File: src/rtl/reminder_alarm_table_macros.svh
// Assertion macros for the reminder alarm table; expect clk and arst_n in scope.
`ifndef REMINDER_ALARM_TABLE_MACROS_SVH
`define REMINDER_ALARM_TABLE_MACROS_SVH

// Same-cycle implication.
`define RAT_ASSERT_IMP(label, cond, prop, msg) \
	label: assert property (@(posedge clk) disable iff (!arst_n) (cond) |-> (prop)) \
		else $error(msg);

// Next-cycle implication.
`define RAT_ASSERT_NEXT(label, cond, prop, msg) \
	label: assert property (@(posedge clk) disable iff (!arst_n) (cond) |=> (prop)) \
		else $error(msg);

`endif

File: src/rtl/rat_pkg.sv
// Types, constants and helpers shared by the reminder alarm table.
`timescale 1ns / 1ps
`default_nettype none

package rat_pkg;

	localparam int SLOTS       = 16;
	localparam int MAX_RESULTS = 16;
	localparam int SLOT_W      = (SLOTS > 1) ? $clog2(SLOTS) : 1;
	localparam int CNT_W       = $clog2(SLOTS + 1);
	localparam int RES_W       = $clog2(MAX_RESULTS + 1);
	localparam int SEC_PER_MIN = 60;

	localparam logic [1:0] OP_TICK     = 2'd0;
	localparam logic [1:0] OP_ADD      = 2'd1;
	localparam logic [1:0] OP_COMPLETE = 2'd2;

	localparam logic [2:0] EV_NONE      = 3'd0;
	localparam logic [2:0] EV_FIRED     = 3'd1;
	localparam logic [2:0] EV_FOLLOW_UP = 3'd2;
	localparam logic [2:0] EV_ADDED     = 3'd3;
	localparam logic [2:0] EV_FULL      = 3'd4;
	localparam logic [2:0] EV_COMPLETED = 3'd5;
	localparam logic [2:0] EV_NOT_FOUND = 3'd6;

	typedef struct packed {
		logic [1:0]         operation;
		logic [31:0]        current_time;
		logic [31:0]        due_time;
		logic signed [15:0] interval_minutes;
		logic [15:0]        target_id;
	} item_t;

	typedef struct packed {
		logic [2:0]  event_res;
		logic [15:0] reminder_id;
		logic [3:0]  slot;
		logic [7:0]  review_count;
		logic        last;
	} result_t;

	typedef struct packed {
		logic [15:0] id;
		logic        done;
		logic        fired;
		logic [31:0] due;
		logic [14:0] interval;
		logic [31:0] next_review;
		logic [7:0]  reviews;
	} entry_t;

	typedef enum logic [2:0] {
		ST_IDLE   = 3'b001,
		ST_SCAN   = 3'b010,
		ST_FINISH = 3'b100
	} state_t;

	function automatic logic [31:0] sat_add_min(input logic [31:0] base,
			input logic [14:0] minutes);
		logic [20:0] secs;
		logic [32:0] sum;
		secs = {6'd0, minutes} * 21'(SEC_PER_MIN);
		sum  = {1'b0, base} + {12'd0, secs};
		return sum[32] ? 32'hFFFF_FFFF : sum[31:0];
	endfunction

endpackage

`default_nettype wire

File: src/rtl/rat_ram.sv
// Generic single-write, single-read RAM with registered read data.
`timescale 1ns / 1ps
`default_nettype none

module rat_ram #(
	parameter int WIDTH = 8,
	parameter int DEPTH = 16,
	localparam int AW = (DEPTH > 1) ? $clog2(DEPTH) : 1
) (
	input  logic             clk,
	input  logic             wr_en,
	input  logic [AW-1:0]    wr_addr,
	input  logic [WIDTH-1:0] wr_data,
	input  logic             rd_en,
	input  logic [AW-1:0]    rd_addr,
	output logic [WIDTH-1:0] rd_data
);

	logic [WIDTH-1:0] mem [DEPTH];
	logic [WIDTH-1:0] rd_data_q;

	always_ff @(posedge clk) begin
		if (wr_en) begin
			mem[wr_addr] <= wr_data;
		end
		if (rd_en) begin
			rd_data_q <= mem[rd_addr];
		end
	end

	assign rd_data = rd_data_q;

endmodule

`default_nettype wire

File: src/rtl/reminder_alarm_table.sv
// Reminder alarm table: slot RAM scanned by a read-modify-write sequencer.
// Every operation sweeps all SLOTS entries through the RAM, one slot per cycle
// unless a full output stalls it; an item occupies the block until its final result.
// The final result is registered on leaving ST_FINISH; tick results stream earlier.
// Reset empties every slot through per-slot valid flops and sets the next id to 1.
`timescale 1ns / 1ps
`default_nettype none
`include "reminder_alarm_table_macros.svh"

module reminder_alarm_table (
	input  logic              clk,
	input  logic              arst_n,
	input  logic              item_valid,
	output logic              item_stall,
	input  rat_pkg::item_t    item,
	output logic              result_valid,
	input  logic              result_stall,
	output rat_pkg::result_t  result
);

	rat_pkg::state_t               state_q;
	logic [1:0]                    op_q;
	logic [31:0]                   now_q;
	logic [31:0]                   due_q;
	logic [14:0]                   iv_q;
	logic [15:0]                   target_q;
	logic [15:0]                   id_counter_q;
	logic [rat_pkg::CNT_W-1:0]     rd_cnt_q;
	logic                          valid_s1;
	logic [rat_pkg::SLOT_W-1:0]    idx_s1;
	logic [rat_pkg::SLOTS-1:0]     vld_q;
	logic                          found_q;
	logic                          pend_v_q;
	rat_pkg::result_t              pend_q;
	logic [rat_pkg::RES_W-1:0]     res_cnt_q;
	logic                          out_v_q;
	rat_pkg::result_t              out_q;

	rat_pkg::entry_t               rd_data;
	rat_pkg::entry_t               ent;
	rat_pkg::entry_t               wr_data;
	rat_pkg::result_t              new_res;
	rat_pkg::result_t              fin_res;
	logic [31:0]                   nr_new;
	logic [2:0]                    ev_code;
	logic                          accept;
	logic                          out_free;
	logic                          out_load;
	logic                          live;
	logic                          fire;
	logic                          follow;
	logic                          hit;
	logic                          report;
	logic                          proc_ok;
	logic                          advance;
	logic                          issue;
	logic                          wr_en;
	logic [rat_pkg::SLOT_W-1:0]    rd_addr;

	assign item_stall   = (state_q != rat_pkg::ST_IDLE);
	assign accept       = item_valid && !item_stall;
	assign out_free     = !out_v_q || !result_stall;
	assign result_valid = out_v_q;
	assign result       = out_q;

	always_comb begin
		ent = rd_data;
		if (!vld_q[idx_s1]) begin
			ent.id    = '0;
			ent.done  = 1'b0;
			ent.fired = 1'b0;
		end
	end

	assign live   = (ent.id != '0) && !ent.done;
	assign fire   = live && !ent.fired && (ent.due != '0) && (now_q >= ent.due);
	assign follow = live && ent.fired && (ent.interval != '0) &&
		(ent.next_review != '0) && (now_q >= ent.next_review);
	assign nr_new = rat_pkg::sat_add_min(fire ? ent.due : now_q, ent.interval);

	always_comb begin
		wr_data = ent;
		hit     = 1'b0;
		ev_code = rat_pkg::EV_NONE;
		unique case (op_q)
			rat_pkg::OP_TICK: begin
				if (fire) begin
					wr_data.fired   = 1'b1;
					wr_data.reviews = '0;
					if (ent.interval != '0) begin
						wr_data.next_review = nr_new;
					end
					hit     = 1'b1;
					ev_code = rat_pkg::EV_FIRED;
				end else if (follow) begin
					if (ent.reviews != 8'hFF) begin
						wr_data.reviews = ent.reviews + 8'd1;
					end
					wr_data.next_review = nr_new;
					hit     = 1'b1;
					ev_code = rat_pkg::EV_FOLLOW_UP;
				end
			end
			rat_pkg::OP_ADD: begin
				if (!found_q && ent.id == '0) begin
					wr_data.id          = id_counter_q;
					wr_data.done        = 1'b0;
					wr_data.fired       = 1'b0;
					wr_data.due         = due_q;
					wr_data.interval    = iv_q;
					wr_data.next_review = '0;
					wr_data.reviews     = '0;
					hit     = 1'b1;
					ev_code = rat_pkg::EV_ADDED;
				end
			end
			rat_pkg::OP_COMPLETE: begin
				if (!found_q && target_q != '0 && ent.id == target_q) begin
					wr_data.done        = 1'b1;
					wr_data.fired       = 1'b0;
					wr_data.next_review = '0;
					wr_data.reviews     = '0;
					hit     = 1'b1;
					ev_code = rat_pkg::EV_COMPLETED;
				end
			end
			default: ;
		endcase
	end

	always_comb begin
		new_res              = '0;
		new_res.event_res    = ev_code;
		new_res.reminder_id  = wr_data.id;
		new_res.slot         = 4'(idx_s1);
		new_res.review_count = wr_data.reviews;
	end

	always_comb begin
		fin_res = '0;
		if (pend_v_q) begin
			fin_res = pend_q;
		end else begin
			unique case (op_q)
				rat_pkg::OP_ADD:      fin_res.event_res = rat_pkg::EV_FULL;
				rat_pkg::OP_COMPLETE: begin
					fin_res.event_res   = rat_pkg::EV_NOT_FOUND;
					fin_res.reminder_id = target_q;
				end
				default:              fin_res.event_res = rat_pkg::EV_NONE;
			endcase
		end
		fin_res.last = 1'b1;
	end

	assign report  = hit && (res_cnt_q != rat_pkg::RES_W'(rat_pkg::MAX_RESULTS));
	assign proc_ok = !(valid_s1 && report && pend_v_q && !out_free);
	assign advance = valid_s1 && proc_ok;
	assign wr_en   = advance && hit;
	assign issue   = (state_q == rat_pkg::ST_SCAN) &&
		(rd_cnt_q < rat_pkg::CNT_W'(rat_pkg::SLOTS)) && proc_ok;
	assign rd_addr = rd_cnt_q[rat_pkg::SLOT_W-1:0];
	assign out_load = ((state_q == rat_pkg::ST_SCAN) && advance && report && pend_v_q) ||
		((state_q == rat_pkg::ST_FINISH) && out_free);

	rat_ram #(
		.WIDTH($bits(rat_pkg::entry_t)),
		.DEPTH(rat_pkg::SLOTS)
	) u_slot_ram (
		.clk     (clk),
		.wr_en   (wr_en),
		.wr_addr (idx_s1),
		.wr_data (wr_data),
		.rd_en   (issue),
		.rd_addr (rd_addr),
		.rd_data (rd_data)
	);

	always_ff @(posedge clk or negedge arst_n) begin
		if (!arst_n) begin
			state_q      <= rat_pkg::ST_IDLE;
			id_counter_q <= 16'd1;
			rd_cnt_q     <= '0;
			valid_s1     <= 1'b0;
			vld_q        <= '0;
			found_q      <= 1'b0;
			pend_v_q     <= 1'b0;
			res_cnt_q    <= '0;
			out_v_q      <= 1'b0;
		end else begin
			if (out_load) begin
				out_v_q <= 1'b1;
			end else if (!result_stall) begin
				out_v_q <= 1'b0;
			end
			unique case (state_q)
				rat_pkg::ST_IDLE: begin
					if (accept) begin
						rd_cnt_q  <= '0;
						found_q   <= 1'b0;
						pend_v_q  <= 1'b0;
						res_cnt_q <= '0;
						state_q   <= rat_pkg::ST_SCAN;
					end
				end
				rat_pkg::ST_SCAN: begin
					if (issue) begin
						rd_cnt_q <= rd_cnt_q + 1'b1;
						valid_s1 <= 1'b1;
					end else if (advance) begin
						valid_s1 <= 1'b0;
					end
					if (wr_en) begin
						found_q        <= 1'b1;
						vld_q[idx_s1]  <= 1'b1;
						if (op_q == rat_pkg::OP_ADD) begin
							id_counter_q <= (id_counter_q == 16'hFFFF) ? 16'd1 :
								id_counter_q + 16'd1;
						end
					end
					if (advance && report) begin
						res_cnt_q <= res_cnt_q + 1'b1;
						pend_v_q  <= 1'b1;
					end
					if (rd_cnt_q == rat_pkg::CNT_W'(rat_pkg::SLOTS) && !valid_s1) begin
						state_q <= rat_pkg::ST_FINISH;
					end
				end
				rat_pkg::ST_FINISH: begin
					if (out_free) begin
						pend_v_q <= 1'b0;
						state_q  <= rat_pkg::ST_IDLE;
					end
				end
				default: state_q <= rat_pkg::ST_IDLE;
			endcase
		end
	end

	always_ff @(posedge clk) begin
		if (accept) begin
			op_q     <= item.operation;
			now_q    <= item.current_time;
			due_q    <= item.due_time;
			iv_q     <= item.interval_minutes[15] ? 15'd0 : item.interval_minutes[14:0];
			target_q <= item.target_id;
		end
		if (issue) begin
			idx_s1 <= rd_addr;
		end
		if (state_q == rat_pkg::ST_SCAN && advance && report) begin
			pend_q <= new_res;
			if (pend_v_q) begin
				out_q <= pend_q;
			end
		end
		if (state_q == rat_pkg::ST_FINISH && out_free) begin
			out_q <= fin_res;
		end
	end

	`RAT_ASSERT_IMP(a_idle_no_write, state_q == rat_pkg::ST_IDLE, !wr_en, "RAM write while idle")
	`RAT_ASSERT_IMP(a_s1_in_scan, valid_s1, state_q == rat_pkg::ST_SCAN, "read stage outside scan")
	`RAT_ASSERT_IMP(a_idle_no_pend, state_q == rat_pkg::ST_IDLE, !pend_v_q,
		"pending result left over")
	`RAT_ASSERT_IMP(a_none_is_last, out_v_q && out_q.event_res == rat_pkg::EV_NONE,
		out_q.last, "none result not last")
	`RAT_ASSERT_NEXT(a_one_add_write, wr_en && op_q == rat_pkg::OP_ADD, !wr_en,
		"second write in one add")
	`RAT_ASSERT_IMP(a_rd_cnt_bound, 1'b1, rd_cnt_q <= rat_pkg::CNT_W'(rat_pkg::SLOTS),
		"read count overrun")

endmodule

`default_nettype wire
File: config.mk
export PLATFORM = sky130hd
export DESIGN_NAME = reminder_alarm_table
export DESIGN_NICKNAME = d
export VERILOG_FILES = /design/src/rtl/rat_pkg.sv /design/src/rtl/rat_ram.sv /design/src/rtl/reminder_alarm_table.sv
export VERILOG_INCLUDE_DIRS = /design/src /design/src/rtl
export SDC_FILE = /design/constraint.sdc
export NUM_CORES = 2
export LEC_CHECK = 0
export BUFFER_PORTS_ARGS = -buffer_cell sky130_fd_sc_hd__clkbuf_2
export CAP_MARGIN = 20
export CELL_PAD_IN_SITES_DETAIL_PLACEMENT = 0
export CELL_PAD_IN_SITES_GLOBAL_PLACEMENT = 2
export CORE_UTILIZATION = 45
export DETAILED_ROUTE_END_ITERATION = 10
export MAX_ROUTING_LAYER = met4
export PLACE_DENSITY = 0.83
export SLEW_MARGIN = 20
export SYNTH_ARGS = -nofsm -noshare
export SYNTH_HDL_FRONTEND = slang
export SYNTH_SLANG_ARGS = --single-unit
File: constraint.sdc
create_clock -name clk -period 10.55 [get_ports clk]
set_input_delay 1.055 -clock clk [delete_from_list [all_inputs] [get_ports clk]]
set_output_delay 1.055 -clock clk [all_outputs]
set_load 0.03 [all_outputs]
**Word-level counts from Yosys, hierarchy flattened**

Memory sizes are Yosys's and may differ from the RTL's. A register that Yosys moved wholly into a read port is not among the register bits.
Cells that the tools add are included.

- Memories kept: 1
- Input port bits: 102
- Flip-flop bits (word level): 213
- Output and inout port bits: 34
- RAM bits: 1680
- Logic and storage cells: 174

Memory list:

| memory | words | bits a word | rd ports | clocked after memory_dff | write ports | RTL line | text |
|---|---|---|---|---|---|---|---|
| u_slot_ram.mem | 16 | 105 | 1 | 1 | 1 | rat_ram.sv:19 | `logic [WIDTH-1:0] mem [DEPTH];` |

- Multipliers: 1
- Reductions and logical operators: 60
- Magnitude comparators: 5
- Add/subtract/negate cells: 5
- Eq/ne operators: 18
- Mux-type cells: 59
- Bitwise operators: 1

Operator list:

| operator | number |
|---|---|
| 32-bit two-way mux | 6 |
| 40-bit two-way mux | 3 |
| 40-bit one-hot mux with 3 select lines | 1 |
| 105-bit two-way mux | 1 |
| 32-bit greater-or-equal comparator | 2 |
| 32-bit nonzero test | 2 |
| 16-bit two-way mux | 3 |
| 47-bit two-way mux | 1 |
| 32-bit by 21-bit adder with 33-bit output | 1 |
| 16-bit nonzero test | 2 |
| 1-bit logical AND | 27 |
| 5-bit one-hot mux with 2 select lines | 2 |
| 15-bit by 4-bit multiplier with 19-bit output, second input constant | 1 |
| 19-bit two-way mux | 1 |
| 18-bit two-way mux | 1 |
| 3-bit one-hot mux with 3 select lines | 2 |
| 1-bit two-way mux | 17 |
| 16-bit by 1-bit adder with 16-bit output, second input constant | 1 |
| 16-bit equality test | 1 |
| 16-bit equality test, second input constant | 1 |
| 16-bit zero test | 1 |
| 16-bit bitwise OR | 1 |
| 5-bit two-way mux | 3 |
| 3-bit AND reduction | 5 |
| other kinds (33) | 63 |

**Longest topological paths before layout**

- Word-level depth: 23
- Gate-level depth with buffers: 27
- Depth with buffers taken out: 25

**Hierarchy**

A second synthesis with hierarchy kept.

- Cells, all modules: 4304
- Area, all modules: 81192.9 um^2

By module, submodules not included:

| module | cells each | area an instance (um^2) | times used |
|---|---|---|---|
| rat_ram | 2688 | 65980.8 | 1 |
| reminder_alarm_table | 1616 | 15212.1 | 1 |

**Least setup slack after synthesis**

OpenSTA, ideal clock, no wires.

- Kind: reg2reg
- Start: register u_slot_ram.rd_data_q[99] (netlist: u_slot_ram.rd_data[99]) (read register of u_slot_ram.mem)
- End: register rd_cnt_q[0] (netlist bit)
- Setup slack: -0.444 ns
- Required time: 10.099 ns
- Stages on the path, launching flop included: 11
- Arrival time: 10.542 ns
- Clock period less this slack: 10.994 ns
- Path through: edfxtp_1 -> or4_1 -> or3_1 -> or4_1 -> nor2b_1 -> nand3_1 -> nor2_1 -> o21ai_4 -> a2111oi_4 -> nor3_1 -> mux2i_1

- Word-level cells in the longest chain between the ends: 18
- Elaborated cells on any way between the ends: 27
- Classes of those cells: eq/ne (2); mux (6); reduce/logical (19)

Ends and longest elaborated chain:

| what | RTL line | text |
|---|---|---|
| from (decl) | rat_ram.sv:20 | `logic [WIDTH-1:0] rd_data_q;` |
| 18-bit two-way mux (*) | reminder_alarm_table.sv:68 | `if (!vld_q[idx_s1]) begin` |
| 16-bit nonzero test | reminder_alarm_table.sv:75 | `assign live = (ent.id != '0) && !ent.done;` |
| 1-bit logical AND | reminder_alarm_table.sv:75 |  |
| 1-bit logical AND (3 in a row) | reminder_alarm_table.sv:77 | `assign follow = live && ent.fired && (ent.interval != '0) &&` |
| 1-bit logical AND | reminder_alarm_table.sv:78 | `(ent.next_review != '0) && (now_q >= ent.next_review);` |
| 1-bit two-way mux | reminder_alarm_table.sv:95 | `end else if (follow) begin` |
| 1-bit two-way mux | reminder_alarm_table.sv:87 | `if (fire) begin` |
| 1-bit one-hot mux with 3 select lines (*) | reminder_alarm_table.sv:85 | `unique case (op_q)` |
| 1-bit logical AND (*) | reminder_alarm_table.sv:156 | `assign report = hit && (res_cnt_q != rat_pkg::RES_W'(rat_pkg::MAX_RESULTS));` |
| 1-bit logical AND (*) (3 in a row) | reminder_alarm_table.sv:157 | `assign proc_ok = !(valid_s1 && report && pend_v_q && !out_free);` |
| 1-bit zero test (*) | reminder_alarm_table.sv:157 |  |
| 1-bit logical AND (*) | reminder_alarm_table.sv:161 | `(rd_cnt_q < rat_pkg::CNT_W'(rat_pkg::SLOTS)) && proc_ok;` |
| via issue | reminder_alarm_table.sv:56 | `logic issue;` |
| 2-bit != test (no line) (*) | -- |  |
| 3-bit AND reduction (no line) (*) | -- |  |
| to (signal assigned) | reminder_alarm_table.sv:208 | `rd_cnt_q <= rd_cnt_q + 1'b1;` |
| to (decl) | reminder_alarm_table.sv:28 | `logic [rat_pkg::CNT_W-1:0] rd_cnt_q;` |

The timed path passes the listed nets; every way through them passes the cells marked *.
A chain may end at the register's enable or synchronous reset.

**Worst setup path after layout**

- Start: register idx_s1[1] (netlist bit)
- End: memory u_slot_ram.mem[3][11] (netlist bit) (data pin)

- Word-level cells in the longest chain between the ends: 14
- Elaborated cells on any way between the ends: 27
- Classes of those cells: add/sub (1); eq/ne (1); mux (11); reduce/logical (14)

Ends and longest elaborated chain:

| what | RTL line | text |
|---|---|---|
| from (decl) | reminder_alarm_table.sv:30 | `logic [rat_pkg::SLOT_W-1:0] idx_s1;` |
| from (signal assigned) | reminder_alarm_table.sv:249 | `idx_s1 <= rd_addr;` |
| 1-bit binary-select mux with 4-bit select (*) | reminder_alarm_table.sv:68 |  |
| 1-bit two-way mux (implied by the code) (*) | reminder_alarm_table.sv:68 |  |
| 18-bit two-way mux (*) | reminder_alarm_table.sv:68 |  |
| 16-bit nonzero test / 1-bit zero test (equally long branches) | reminder_alarm_table.sv:75 |  |
| 1-bit logical AND | reminder_alarm_table.sv:75 |  |
| 1-bit logical AND (3 in a row) | reminder_alarm_table.sv:76 | `assign fire = live && !ent.fired && (ent.due != '0) && (now_q >= ent.due);` |
| 32-bit two-way mux | reminder_alarm_table.sv:79 | `assign nr_new = rat_pkg::sat_add_min(fire ? ent.due : now_q, ent.interval);` |
| 32-bit by 21-bit adder with 33-bit output | rat_pkg.sv:63 | `sum = {1'b0, base} + {12'd0, secs};` |
| 32-bit two-way mux | rat_pkg.sv:64 | `return sum[32] ? 32'hFFFF_FFFF : sum[31:0];` |
| 40-bit two-way mux / 32-bit two-way mux (equally long branches) | reminder_alarm_table.sv:95, reminder_alarm_table.sv:90 |  |
| 40-bit two-way mux | reminder_alarm_table.sv:87 |  |
| 40-bit one-hot mux with 3 select lines (*) | reminder_alarm_table.sv:85 |  |
| via u_slot_ram.wr_data[11] | rat_ram.sv:13 | `input logic [WIDTH-1:0] wr_data,` |
| to (decl) | rat_ram.sv:19 |  |

The timed path passes the listed nets; every way through them passes the cells marked *. The select of a mux whose other input is x is not followed.

==> reports/metrics.yaml <==
worst_setup_path:
  cp_max_fo: 38
  r2r_start: "idx_s1[1]"
  r2r_cells: 21
  critical_path_required_ps: 11050
  critical_path.cell_chain: "nor2_1 -> a22o_1 -> o21ai_2 -> and2_1 -> and3_1 -> nand2_2 -> buf_4 -> o21ai_0 -> ha_1 -> fa_1 -> a21o_1 -> and3_1 -> o21ai_0 -> a2111o_1 -> a31oi_1 -> buf_4 -> o21ai_2 -> buf_4 -> a31oi_1 -> a21oi_1 -> nor2_1"
  crit_type: "flop to flop"
  reg2reg_slack_ps: 3050
  critPathBufInv: 3
  end_kind: "flop"
  setup.worst_path.start_class: "flop"
  critPathTopFamily: "compound AO/OA/AOI/OAI gates"
  critPathMostFrequentCell: "buf_4"
  crit_slowest_cell: "and2_1"
  worst_r2r_endpoint: "u_slot_ram.mem[3][11]"
  cpPeakStageDelay_ps: 920
  cp_data_arrival_time_ps: 8000
sta:
  skew_ps: 77.2
  setup-tns-final_ps: 0
  hold_viol: 0
  period_share: 0.711
  rsz0062_at_grt: "false"
  max_freq_mhz: 133
  relSlewSlack: 0.263
  finalSetupViolations: 0
  maxSlewViolCount: 0
  worst_slew_pin_slew_ps: 1110
  fin_crit_ps: 7500
die:
  core_area_um2: 179000
  placementRows: 155
  io_pins: 136
  die_height_um: 428
  die_x_um: 428
  start_util: 0.455
  die_area_um2: 183000
clock_network:
  cts_tree: "done"
  postCtsHoldBufs: 0
  clkSlewWorstSetupHoldPaths_ps: 60
  ctsHtreeMaxLevel: 4
  cts-buffers-inserted: 193
  clock-sinks: 1998
  clk_latency_ps: 850
  cts_root_buf: "clkbuf_16"
  cts-resized-gates: 0
  cts_setup_buffers: 0
  cts_max_path_buffers: 3
global_route:
  top_usage_layer: "met2"
  met3_usage: 0.0317
  gr-total-overflow: 0
  antenna_found_initial: 2
  grt_usage: 0.224
  grt_pass1_vias: 41300
  grt_max_degree: 140
  met1_usage: 0.312
  grt_pass1_wl_um: 287000
  met2_usage: 0.352
place:
  dp_hpwl_um: 103000
  io_buffers: 135
  globalplace.congestion: 0.878
  placedCellCount: 6553
routing:
  drt_first_iter_violations: 5002
  route.detailed.drc: 0
  drt_pre_antenna_iters: 8
  vias_per_cell: 6.02
  routed_wirelength_um: 197000
  ant_nets: 0
  vias: 41600
  wl_per_cell_um: 28.5
layout:
  syn_to_final_growth_pct: 12.8
  final_cells: 6914
  fin_util: 0.513
  layout_common_cells: "edfxtp_1 (1,948), mux4_2 (525), clkbuf_16 (193)"
  drive_above_1_share: 0.248
  nets: 4646
  layout_commonest_cell: "edfxtp_1"
flow_run:
  maxCapViolCount: 0
logic_synthesis:
  synth_area_leaders: "edfxtp_1 (72%), mux4_2 (15%), ha_1 (1.9%), dfrtp_1 (1.4%), o21ai_0 (0.89%)"
  syn_area_um2: 81500
  ys_seq_area_frac: 0.733
  synth-async-reset-ratio: 0.0245
  synth_seq_cells: 1998
  avgSynthCellArea_um2: 19.7
  yosys_warnings: 0
  synth_cell_types: 80
  synth_top_family_by_area: "multiplexers"
  synth-compound-area-share: 0.0369
  synth_edf_count: 1948
  ys.flop_type: "edfxtp_1"
  muxShareOfSynthArea: 0.148
  synthAdderAreaFrac: 0.0256
  syn_nets: 4392
  synthSimpleGateAreaFrac: 0.0363
  synth_xor_area_frac: 0.00537
  synth_area_leader_cell: "edfxtp_1"
  syn_inst: 4140
  synth_top_area_share: 0.718
power_and_ir_drop:
  power-per-cell-area_nw_per_um2: 242
  ir_worst_vdd_v: 0.000243
  leakage_nw: 29.7
run_status:
  status: "finished, final reports clean"
hold_path:
  hp-class: "primary input to asynchronous set/reset pin"
final cells by class:
| cell class | count | area (µm²) |
|---|---|---|
| diodes | 1 | 2.50 |
| clock buffers | 230 | 4980 |
| clock inverters | 129 | 1280 |
| fillers | 14200 | 87300 |
| inverters | 136 | 520 |
| multi-input cells | 1821 | 20700 |
| flip-flops and latches | 1998 | 59800 |
| well taps | 2355 | 2950 |
| repair buffers | 244 | 1700 |
metrics by stage:
step / instance area (µm²) / total power, W / worst slack (ps) / hold slack, ps
floorplan: 81500 / 0.0138 / 2540 / 424
global placement: 85600 / 0.0155 / 3290 / 463
detailed placement: 85600 / 0.0156 / 3060 / 462
CTS: 91900 / 0.0224 / 3040 / 323
global route: 91900 / 0.0232 / 2550 / 334
finish: 91900 / 0.0223 / 3050 / 355
logic make-up after synthesis:
group | after synthesis
flops | 1998
simple gates | 611
mux | 545
compound gates | 465
buf+inv | 321
fa+ha+maj | 150
xor+xnor | 50
power by group:
part | switching (W) | internal [W] | leakage [nW]
Sequential | 0.000266 | 0.00968 | 18.3
Combinational | 0.00338 | 0.00212 | 8.29
Clock | 0.00303 | 0.00378 | 3.05
worst max-delay path by stage:
| stage | startpoint | to | cells after the start |
|---|---|---|---|
| final | idx_s1[1] | u_slot_ram.mem[3][11] | 21 |
| after floorplan | u_slot_ram.rd_data[99] | u_slot_ram.mem[5][0] | 9 |
| after detailed placement | idx_s1[1] | u_slot_ram.mem[1][37] | 21 |
| after global placement | idx_s1[1] | u_slot_ram.mem[2][20] | 21 |
| after global routing | idx_s1[1] | u_slot_ram.mem[15][17] | 21 |
| after CTS | idx_s1[1] | u_slot_ram.mem[0][37] | 21 |
Yosys cell counts (18+ instances only):
library cell / n
a21o_1: 20
a21oi_1: 104
a22o_1: 22
a31oi_1: 28
and3_1: 34
buf_1: 39
clkbuf_1: 135
dfrtp_1: 47
edfxtp_1: 1948
fa_1: 28
ha_1: 122
inv_1: 135
mux4_2: 525
nand2_1: 179
nand2b_1: 18
nand3_1: 65
nand4_1: 29
nor2_1: 145
nor2b_1: 23
nor3_1: 25
nor4_1: 25
o21ai_0: 145
o21bai_1: 23
xnor2_1: 36
flip-flops by register name (all words and copies together) (netlist names):
| name | count |
|---|---|
| rd_cnt_q | 5 |
| u_slot_ram.mem | 1680 |
| pend_q | 31 |
| pend_v_q | 1 |
| due_q | 32 |
| result_valid | 1 |
| iv_q | 15 |
| found_q | 1 |
| op_q | 2 |
| target_q | 16 |
| state_q | 3 |
| now_q | 32 |
| idx_s1 | 4 |
| valid_s1 | 1 |
| u_slot_ram.rd_data | 105 |
| id_counter_q | 16 |
| res_cnt_q | 5 |
| result | 32 |
| vld_q | 16 |
metal layers:
layer,wire [µm],share of wire,vias up
met1,82700,0.42,22100
met2,96500,0.49,1757
li1,-,-,17500
met4,4420,0.022,0
met5,0,0,-
met3,13700,0.069,278
worst reg2reg max path, stage by stage (launching register included):
cell      delay, ps
edfxtp_1        790
nor2_1          150
a22o_1          250
o21ai_2         620
and2_1          930
and3_1          410
nand2_2          70
buf_4           280
o21ai_0         250
ha_1            250
fa_1            230
a21o_1          150
and3_1          200
o21ai_0         150
a2111o_1        460
a31oi_1         180
buf_4           270
o21ai_2          90
buf_4           320
a31oi_1         320
a21oi_1         110
nor2_1          720
(Power assumes the default switching activity.)
